<file path="src/rtl/sorted_timer_scheduler_macros.svh">
// Assertion macros shared by the sorted timer scheduler RTL.
// Needs clk_i and rst_ni in the scope of the module that uses them.
`ifndef SORTED_TIMER_SCHEDULER_MACROS_SVH
`define SORTED_TIMER_SCHEDULER_MACROS_SVH

// Property must hold at every clock edge outside reset.
`define STS_ASSERT(lbl, prop, msg) \
  lbl: assert property (@(posedge clk_i) disable iff (!rst_ni) prop) else $error(msg);

// Expression must never be true outside reset.
`define STS_ASSERT_NEVER(lbl, expr, msg) \
  lbl: assert property (@(posedge clk_i) disable iff (!rst_ni) !(expr)) else $error(msg);

`endif

</file>
<file path="src/rtl/sts_pkg.sv">
// Package for the sorted timer scheduler: widths, codes, payload structs,
// controller states and the command/status structs between control and datapath.
package sts_pkg;

  localparam int NumTimers = 16;
  localparam int TimerIdW  = 4;
  localparam int TimeW     = 48;
  localparam int OrdW      = 4;
  localparam int CntW      = 5;
  localparam int CfgW      = 24;
  localparam int CfgIdxW   = 1;
  localparam int OpW       = 3;
  localparam int KindW     = 2;
  localparam int ArCntW    = $clog2(TimeW);

  localparam logic [TimeW-1:0] MsUnits  = TimeW'(14112);
  localparam logic [CfgW-1:0]  TpsReset = CfgW'(320);
  localparam logic [CfgW-1:0]  BlkReset = CfgW'(20480);

  // Register indexes.
  localparam logic [CfgIdxW-1:0] CfgTicksPerSample = 1'b0;
  localparam logic [CfgIdxW-1:0] CfgBlockTicks     = 1'b1;

  // Operation codes.
  localparam logic [OpW-1:0] OpArmAbs   = 3'd0;
  localparam logic [OpW-1:0] OpArmDelay = 3'd1;
  localparam logic [OpW-1:0] OpDisarm   = 3'd2;
  localparam logic [OpW-1:0] OpSetUnit  = 3'd3;
  localparam logic [OpW-1:0] OpTick     = 3'd4;

  // Result kinds.
  localparam logic [KindW-1:0] KindExpired = 2'd0;
  localparam logic [KindW-1:0] KindTickEnd = 2'd1;
  localparam logic [KindW-1:0] KindAck     = 2'd2;

  typedef struct packed {
    logic [OpW-1:0]      op;
    logic [TimerIdW-1:0] timer_id;
    logic [TimeW-1:0]    value;
    logic                sample_based;
  } sts_in_t;

  typedef struct packed {
    logic [KindW-1:0]    kind;
    logic [TimerIdW-1:0] expired_id;
    logic [TimeW-1:0]    time_now;
    logic                last;
  } sts_out_t;

  typedef enum logic [4:0] {
    ST_IDLE, ST_DECODE, ST_USZ, ST_USZ_W, ST_MUL, ST_MUL_W, ST_ARM, ST_DISARM,
    ST_NU, ST_NU_W, ST_NUCMP, ST_DIV, ST_DIV_W, ST_SETU, ST_ACK,
    ST_TNEXT, ST_SCAN, ST_TPICK, ST_TDIS, ST_TEMIT, ST_TDONE
  } sts_state_e;

  typedef enum logic [3:0] {
    ACT_NONE, ACT_LOAD_VAL, ACT_US_RAW, ACT_US_RES, ACT_T_RES, ACT_ARM,
    ACT_DISARM, ACT_NU_RAW, ACT_NU_RES, ACT_REM, ACT_ACC_RES, ACT_SETU,
    ACT_TNEXT, ACT_SCAN, ACT_TPICK, ACT_TDIS
  } sts_act_e;

  // Operand routing for the shared multiply/divide unit.
  typedef enum logic [1:0] {
    ARS_USZ, ARS_NU, ARS_MUL, ARS_DIV
  } sts_arsel_e;

  typedef struct packed {
    logic             latch;
    sts_act_e         act;
    logic             ar_start;
    sts_arsel_e       ar_sel;
    logic             emit;
    logic [KindW-1:0] kind;
  } sts_cmd_t;

  typedef struct packed {
    logic [OpW-1:0] op;
    logic           in_samp;
    logic           usamp;
    logic           same_unit;
    logic           rem_pos;
    logic           armed_id;
    logic           ar_done;
    logic           scan_last;
    logic           found;
    logic           out_free;
  } sts_stat_t;

endpackage

</file>
<file path="src/rtl/sts_ctrl.sv">
// Controller state machine of the sorted timer scheduler.
// Sequences the datapath through sts_cmd_t; depends on sts_pkg.
module sts_ctrl (
  input  logic               clk_i,
  input  logic               rst_ni,
  input  logic               in_valid_i,
  output logic               in_ready_o,
  input  sts_pkg::sts_stat_t stat_i,
  output sts_pkg::sts_cmd_t  cmd_o
);

  sts_pkg::sts_state_e state_q, state_d;
  logic                phase_q, phase_d;
  sts_pkg::sts_state_e after_usz;

  // After the unit size is known: multiply for delays and re-arming, else divide.
  assign after_usz = (stat_i.op == sts_pkg::OpArmDelay || phase_q) ?
                     sts_pkg::ST_MUL : sts_pkg::ST_DIV;

  // State registers.
  always_ff @(posedge clk_i or negedge rst_ni) begin
    if (!rst_ni) begin
      state_q <= sts_pkg::ST_IDLE;
      phase_q <= 1'b0;
    end else begin
      state_q <= state_d;
      phase_q <= phase_d;
    end
  end

  // Next state.
  always_comb begin
    state_d = state_q;
    phase_d = phase_q;
    unique case (state_q)
      sts_pkg::ST_IDLE:   if (in_valid_i) state_d = sts_pkg::ST_DECODE;
      sts_pkg::ST_DECODE: begin
        phase_d = 1'b0;
        unique case (stat_i.op)
          sts_pkg::OpArmAbs:   state_d = sts_pkg::ST_ARM;
          sts_pkg::OpArmDelay: state_d = sts_pkg::ST_USZ;
          sts_pkg::OpDisarm:   state_d = sts_pkg::ST_DISARM;
          sts_pkg::OpSetUnit:  state_d = sts_pkg::ST_NU;
          sts_pkg::OpTick:     state_d = sts_pkg::ST_TNEXT;
          default:             state_d = sts_pkg::ST_ACK;
        endcase
      end
      sts_pkg::ST_USZ:    state_d = stat_i.usamp ? sts_pkg::ST_USZ_W : after_usz;
      sts_pkg::ST_USZ_W:  if (stat_i.ar_done) state_d = after_usz;
      sts_pkg::ST_MUL:    state_d = sts_pkg::ST_MUL_W;
      sts_pkg::ST_MUL_W:  if (stat_i.ar_done) state_d = sts_pkg::ST_ARM;
      sts_pkg::ST_ARM:    state_d = sts_pkg::ST_ACK;
      sts_pkg::ST_DISARM: state_d = sts_pkg::ST_ACK;
      sts_pkg::ST_NU:     state_d = stat_i.in_samp ? sts_pkg::ST_NUCMP : sts_pkg::ST_NU_W;
      sts_pkg::ST_NU_W:   if (stat_i.ar_done) state_d = sts_pkg::ST_NUCMP;
      sts_pkg::ST_NUCMP: begin
        if (stat_i.same_unit) state_d = sts_pkg::ST_ACK;
        else if (stat_i.rem_pos) state_d = sts_pkg::ST_USZ;
        else state_d = sts_pkg::ST_SETU;
      end
      sts_pkg::ST_DIV:    state_d = sts_pkg::ST_DIV_W;
      sts_pkg::ST_DIV_W:  if (stat_i.ar_done) state_d = sts_pkg::ST_SETU;
      sts_pkg::ST_SETU: begin
        if (stat_i.armed_id) begin
          phase_d = 1'b1;
          state_d = sts_pkg::ST_USZ;
        end else begin
          state_d = sts_pkg::ST_ACK;
        end
      end
      sts_pkg::ST_ACK:    if (stat_i.out_free) state_d = sts_pkg::ST_IDLE;
      sts_pkg::ST_TNEXT:  state_d = sts_pkg::ST_SCAN;
      sts_pkg::ST_SCAN:   if (stat_i.scan_last) state_d = sts_pkg::ST_TPICK;
      sts_pkg::ST_TPICK:  state_d = stat_i.found ? sts_pkg::ST_TDIS : sts_pkg::ST_TDONE;
      sts_pkg::ST_TDIS:   state_d = sts_pkg::ST_TEMIT;
      sts_pkg::ST_TEMIT:  if (stat_i.out_free) state_d = sts_pkg::ST_SCAN;
      sts_pkg::ST_TDONE:  if (stat_i.out_free) state_d = sts_pkg::ST_IDLE;
      default:            state_d = sts_pkg::ST_IDLE;
    endcase
  end

  // Outputs.
  always_comb begin
    cmd_o          = '0;
    cmd_o.act      = sts_pkg::ACT_NONE;
    cmd_o.ar_sel   = sts_pkg::ARS_USZ;
    cmd_o.kind     = sts_pkg::KindAck;
    in_ready_o     = 1'b0;
    unique case (state_q)
      sts_pkg::ST_IDLE: begin
        in_ready_o  = 1'b1;
        cmd_o.latch = in_valid_i;
      end
      sts_pkg::ST_DECODE: cmd_o.act = sts_pkg::ACT_LOAD_VAL;
      sts_pkg::ST_USZ: begin
        if (stat_i.usamp) cmd_o.ar_start = 1'b1;
        else cmd_o.act = sts_pkg::ACT_US_RAW;
      end
      sts_pkg::ST_USZ_W:  if (stat_i.ar_done) cmd_o.act = sts_pkg::ACT_US_RES;
      sts_pkg::ST_MUL: begin
        cmd_o.ar_start = 1'b1;
        cmd_o.ar_sel   = sts_pkg::ARS_MUL;
      end
      sts_pkg::ST_MUL_W:  if (stat_i.ar_done) cmd_o.act = sts_pkg::ACT_T_RES;
      sts_pkg::ST_ARM:    cmd_o.act = sts_pkg::ACT_ARM;
      sts_pkg::ST_DISARM: cmd_o.act = sts_pkg::ACT_DISARM;
      sts_pkg::ST_NU: begin
        if (stat_i.in_samp) begin
          cmd_o.act = sts_pkg::ACT_NU_RAW;
        end else begin
          cmd_o.ar_start = 1'b1;
          cmd_o.ar_sel   = sts_pkg::ARS_NU;
        end
      end
      sts_pkg::ST_NU_W:   if (stat_i.ar_done) cmd_o.act = sts_pkg::ACT_NU_RES;
      sts_pkg::ST_NUCMP:  if (!stat_i.same_unit) cmd_o.act = sts_pkg::ACT_REM;
      sts_pkg::ST_DIV: begin
        cmd_o.ar_start = 1'b1;
        cmd_o.ar_sel   = sts_pkg::ARS_DIV;
      end
      sts_pkg::ST_DIV_W:  if (stat_i.ar_done) cmd_o.act = sts_pkg::ACT_ACC_RES;
      sts_pkg::ST_SETU:   cmd_o.act = sts_pkg::ACT_SETU;
      sts_pkg::ST_ACK: begin
        cmd_o.emit = 1'b1;
        cmd_o.kind = sts_pkg::KindAck;
      end
      sts_pkg::ST_TNEXT:  cmd_o.act = sts_pkg::ACT_TNEXT;
      sts_pkg::ST_SCAN:   cmd_o.act = sts_pkg::ACT_SCAN;
      sts_pkg::ST_TPICK:  cmd_o.act = sts_pkg::ACT_TPICK;
      sts_pkg::ST_TDIS:   cmd_o.act = sts_pkg::ACT_TDIS;
      sts_pkg::ST_TEMIT: begin
        cmd_o.emit = 1'b1;
        cmd_o.kind = sts_pkg::KindExpired;
      end
      sts_pkg::ST_TDONE: begin
        cmd_o.emit = 1'b1;
        cmd_o.kind = sts_pkg::KindTickEnd;
      end
      default: cmd_o.act = sts_pkg::ACT_NONE;
    endcase
  end

endmodule

</file>
<file path="config.mk">
export PLATFORM = sky130hd
export DESIGN_NAME = sts_ctrl
export DESIGN_NICKNAME = d
export VERILOG_FILES = /design/src/rtl/sorted_timer_scheduler_macros.svh /design/src/rtl/sts_pkg.sv /design/src/rtl/sts_ctrl.sv
export SDC_FILE = /design/constraint.sdc
export NUM_CORES = 1
export LEC_CHECK = 0
export ABC_CLOCK_PERIOD_IN_PS = 4300
export BUFFER_PORTS_ARGS = -buffer_cell sky130_fd_sc_hd__buf_4
export CORE_MARGIN = 3
export CORE_UTILIZATION = 45
export DETAILED_ROUTE_END_ITERATION = 6
export MAX_ROUTING_LAYER = met4
export PLACE_DENSITY = 0.7
export RECOVER_POWER = 25
export SYNTH_ARGS = -nofsm -noshare
export SYNTH_HDL_FRONTEND = slang
export SYNTH_SLANG_ARGS = --single-unit
</file>
<file path="constraint.sdc">
create_clock -name clk_i -period 4.3 [get_ports clk_i]
set_clock_uncertainty 0.05 [all_clocks]
set_input_delay 0.43 -clock clk_i [delete_from_list [all_inputs] [get_ports clk_i]]
set_output_delay 0.43 -clock clk_i [all_outputs]
set_load 0.01 [all_outputs]
</file>
* Word level (Yosys, flattened, before mapping)
Index checks and enable logic that the tools add are counted.
** Operators by class
- Equal/unequal tests :: 33
- Mux-type cells :: 34
- Reduce and logical (&&, ||, !) cells :: 9
** Operators with widths (number)
- 5-bit case mux with 19 select lines :: 1
- 4-bit case mux with 15 select lines :: 1
- 5-bit by 4-bit equality test with 1-bit output (second input constant) :: 8
- 5-bit two-way mux :: 8
- 4-bit two-way mux :: 8
- 5-bit equality test (second input constant) :: 5
- 5-bit by 3-bit equality test with 1-bit output (second input constant) :: 4
- 4-bit case mux with 5 select lines :: 1
- 2-bit inequality test (second input constant) :: 8
- 3-bit two-way mux :: 4
- 5-bit by 2-bit equality test with 1-bit output (second input constant) :: 2
- 3-bit case mux with 3 select lines :: 1
- 8-bit AND reduction :: 1
- 3-bit by 2-bit equality test with 1-bit output (second input constant) :: 2
- 2-bit two-way mux :: 3
- 2-bit case mux with 3 select lines :: 1
- 2-bit OR reduction :: 3
- 5-bit by 1-bit equality test with 1-bit output (second input constant) :: 1
- 5-bit zero test :: 1
- 1-bit two-way mux :: 4
- 3-bit by 1-bit equality test with 1-bit output (second input constant) :: 1
- 3-bit equality test (second input constant) :: 1
- 3-bit zero test :: 1
- 1-bit case mux with 3 select lines :: 1
- other kinds (5) :: 5
** Word-level totals
- Flip-flop bits (word level) :: 6
- Input bits :: 15
- Output and inout port bits :: 12
- Word-level logic and storage cells :: 78

* Depth between registers and ports, before layout
- Depth after elaboration :: 5
- Mapped depth :: 7
- Depth with buffers taken out :: 5

* Worst setup path before layout
OpenSTA, ideal clock, no wires.
- Path type :: register to output
- Start :: register state_q[3]
- End :: output port cmd_o[10] (netlist name)
- Arrival :: 1.611 ns
- Required time :: 3.820 ns
- Setup slack :: 2.209 ns
- Stages on the path, launching flop included :: 5
- Path buffers :: 2
- Cell sequence :: dfrtp_1 > clkbuf_1 > clkbuf_1 > nor4b_1 > and2_1
** RTL lines
- from (decl) :: RTL line sts_ctrl.sv:12 : sts_pkg::sts_state_e state_q, state_d;
- from (signal assigned) :: RTL line sts_ctrl.sv:23 : state_q <= sts_pkg::ST_IDLE;
- from (signal assigned) :: RTL line sts_ctrl.sv:26 : state_q <= state_d;
- to (decl) :: RTL line sts_ctrl.sv:9 : output sts_pkg::sts_cmd_t cmd_o

==> impl_table.tex <==
\begin{tabular}{lr}
\hline
Metric & Value \\
\hline
\multicolumn{2}{l}{\textbf{Placement}} \\
Number of buffers inserted by port buffering & 26 \\
Placer's final routability congestion estimate & 0.925 \\
Detailed Place HPWL & 2260 um \\
Count of placed standard cells including taps & 188 \\
Placed instance area & between 1000 and 1500 sq um \\
\multicolumn{2}{l}{\textbf{Clock tree}} \\
Clock-pin slew of the registers on the worst-case setup and hold paths & 0.05 ns \\
Clk sink count & 6 \\
Buffers from clock root to sink, at most & 2 \\
CTS tree & done \\
Clock latency at the later pin of the worst-skew pair & 0.24 ns \\
TritonCTS buffer count & 3 \\
H-tree depth reported by CTS & 1 \\
Clock root buffer & clkbuf\_4 \\
Post-CTS resize count & 0 \\
\multicolumn{2}{l}{\textbf{Setup path}} \\
Element type at the critical path start & register \\
Worst R2R End & state\_q[2]\$\_DFFE\_PN0P\_ \\
Largest fanout on the critical path & 26 \\
Reg2reg setup slack & 1.96 ns \\
Worst path max stage delay & 0.84 ns \\
Max stage delay cell, worst path & dfrtp\_1 \\
CP required & 3.82 ns \\
Classification of the worst setup path & register to primary output \\
Launching point of the worst reg2reg path & state\_q[0]\$\_DFFE\_PN0P\_ \\
Critical Path Sink Type & primary output \\
Worst path arrival time & about 2.3 ns \\
Worst R2R Path Depth & 5 \\
Crit-path cells & nor2b\_1, nand2\_1, nor2\_1, a31oi\_1, o22ai\_1, buf\_4 \\
\multicolumn{2}{l}{\textbf{Global route}} \\
First-pass GRT wire length & around 5000 um \\
Most crowded layer after global routing & met2 \\
Maximum number of pins on one net before global-route repair & 27 \\
Global routing met1 resource utilization & 31.6\% \\
Remaining Overflow, GRT & 0 \\
Via count of the first global-routing pass & 1058 \\
Number of antenna violations at the first check in global routing & 0 \\
Overall routing resource usage & 23.4\% \\
Met3 GRT Util & 1.39\% \\
Global routing usage on met2 & 36.7\% \\
\multicolumn{2}{l}{\textbf{Logic synthesis}} \\
Number of flops mapped to enable cells by yosys & 0 \\
Ys async rst share & between 90\% and 100\% \\
List of most frequent post-synthesis cells & 17 x nor2\_1, 12 x nand2\_1, 11 x nor2b\_1, 11 x o21ai\_0, 8 x a21oi\_1 \\
Cell type with the largest total area after synthesis & dfrtp\_1 \\
Number of register bits inferred by synthesis & 6 \\
Top FF cell, synth & dfrtp\_1 \\
Cell types occupying the most area after synthesis & dfrtp\_1 15\%, nor2b\_1 6.7\%, nor2\_1 6.2\% \\
Synth Cell Area & roughly 1000 sq um \\
Count leader, synth & nor2\_1 \\
Count of yosys warnings during synthesis & 0 \\
Count of cell types in the netlist & 47 \\
Syn\_nets & 161 \\
Avg Synthesized Cell Area & 7.05 sq um \\
Synthesized instance count & between 100 and 150 \\
Share of the synthesized area in the top cell type & 14.6\% \\
Sequential element share of the synthesized area & 14.6\% \\
\multicolumn{2}{l}{\textbf{Floorplan}} \\
Core area & 2060 sq um \\
Height of the die & 53.8 um \\
Die ar. & 2900 sq um \\
Starting density of the core & 49.9\% \\
Cell Rows & 16 \\
Die width & 53.8 um \\
Num ports & 27 \\
\multicolumn{2}{l}{\textbf{Hold path}} \\
Hold Path Depth & 3 \\
Hold Path Sink & state\_q[4]\$\_DFFE\_PN0P\_ \\
Hold path startpoint & stat\_i[0] \\
Hold Crit Class & input pin to register \\
\multicolumn{2}{l}{\textbf{Timing}} \\
Final setup violation count & 0 \\
Setup tns final & 0 ns \\
Setup repair after global routing missed its margin & no \\
Transition time at the pin with the least slew margin & about 0.78 ns \\
Fmax & 0.366 GHz \\
Max-slew headroom at the worst pin & 48.2\% \\
Min cycle time layout & $\sim$2.7 ns \\
Final hold vios & 0 \\
Share of the clock period used by the worst path & 63.5\% \\
Count of pins over their slew limit & 0 \\
\multicolumn{2}{l}{\textbf{Detailed routing}} \\
Avg Vias per Cell & approximately 6.4 \\
Initial DRC Count & 67 \\
Total wire length & 3090 um \\
Wire length per cell after detailed routing & 16.1 um \\
1st-pass router iterations & 4 \\
DRC violations left & 0 \\
Post-detailed-route count of antenna-violating nets & 0 \\
Total vias in the final route & 1224 \\
\multicolumn{2}{l}{\textbf{Finish}} \\
NumNets Final & 182 \\
Fillers & 202 \\
Number of antenna cells inserted & 0 \\
Fin cells & 192 \\
Finished Cell Area & 1230 sq um \\
Layout cells sized above 1 & 23.0\% \\
Layout area overhead & 19.2\% \\
\multicolumn{2}{l}{\textbf{Outcome}} \\
Run status & finished, final reports clean \\
\multicolumn{2}{l}{\textbf{Power and ir drop}} \\
Cell area power density & 767 nW/um\^{}2 \\
Leakage power & 0.000501 uW \\
Worst supply voltage drop on vdd & between 0.0004 and 0.0005 V \\
\multicolumn{2}{l}{\textbf{Job}} \\
Max cap viols & 0 \\
\hline
\end{tabular}
## report_power, final
group,internal (uW),switching (uW)
Clock,31.6,20.4
Sequential,83.3,150
Combinational,334,323
Total,449,493
## routing by layer
metal  wire length (um)  vias to the layer above
met5                  0                        -
met4                 31                        0
met3                233                        8
met2               1440                       69
met1               1390                      566
li1                   -                      581
## repair_timing
item                      CTS  global route
hold buffers                1             0
setup buffers               0             0
hold endpoints to repair    6             0
## worst max path at each step
stage	startpoint	endpoint	cells past startpoint
3_5_place_dp	state_q[1]$_DFFE_PN0P_	cmd_o[7]	5
4_1_cts	state_q[1]$_DFFE_PN0P_	cmd_o[7]	5
2_1_floorplan	state_q[3]$_DFFE_PN0P_	cmd_o[10]	4
5_1_grt	state_q[1]$_DFFE_PN0P_	cmd_o[7]	5
6_report	state_q[3]$_DFFE_PN0P_	cmd_o[8]	6
3_3_place_gp	state_q[1]$_DFFE_PN0P_	cmd_o[7]	5
## cell type report
type                       instances  area [sq um]  area share [%]
clock buffer                       3          22.5            1.83
inverter                           5          18.8            1.53
multi-input combinational        124           801            65.2
sequential                         6           150            12.2
tap                               27          33.8            2.75
timing repair buffer              27           201            16.4
## metrics by stage
| stage | hold WS [ns] | worst slack (ns) | total power, uW | util [%] |
|---|---|---|---|---|
| finish | 0.495 | 1.57 | 942 | 59.5 |
| global route | 0.492 | 1.44 | 1020 | 59.5 |
| CTS | 0.470 | 1.61 | 936 | 59.7 |
| detailed placement | 0.191 | 1.87 | 880 | 58.1 |
| global placement | 0.187 | 1.87 | 871 | 58.1 |
| floorplan | 0.0844 | 2.21 | 701 | - |
## cells by family after synthesis
family / after synthesis / share of synthesized area [%]
AO/OA/AOI/OAI: 49 / 34.1
XOR/XNOR: 1 / 0.851
adder cells (fa/ha/maj): 1 / 0.972
buffers and inverters: 16 / 7.65
flip-flops: 6 / 14.6
multiplexers: 6 / 7.78
AND/OR/NAND/NOR: 67 / 34.0
## sequential cells by signal (all words and copies together), names as in the netlist
register and flops:
state_q 5, phase_q 1
## critical path: cells and delay by family, from the launching register on
family	cells	cell delay (ns)
flip-flops	1	0.84
AND/OR/NAND/NOR	3	0.78
AO/OA/AOI/OAI	2	0.24
buffers and inverters	1	0.15
## placed cells by master (no fill, tap or decap), drive strengths merged, types with 6 or more instances in the layout
| cell type | n |
|---|---|
| buf | 25 |
| nor2 | 17 |
| nand2 | 12 |
| o21ai | 12 |
| nor2b | 11 |
| a21oi | 8 |
| nand2b | 6 |
| dfrtp | 6 |
Note: power is estimated with default switching activity, not from simulation.
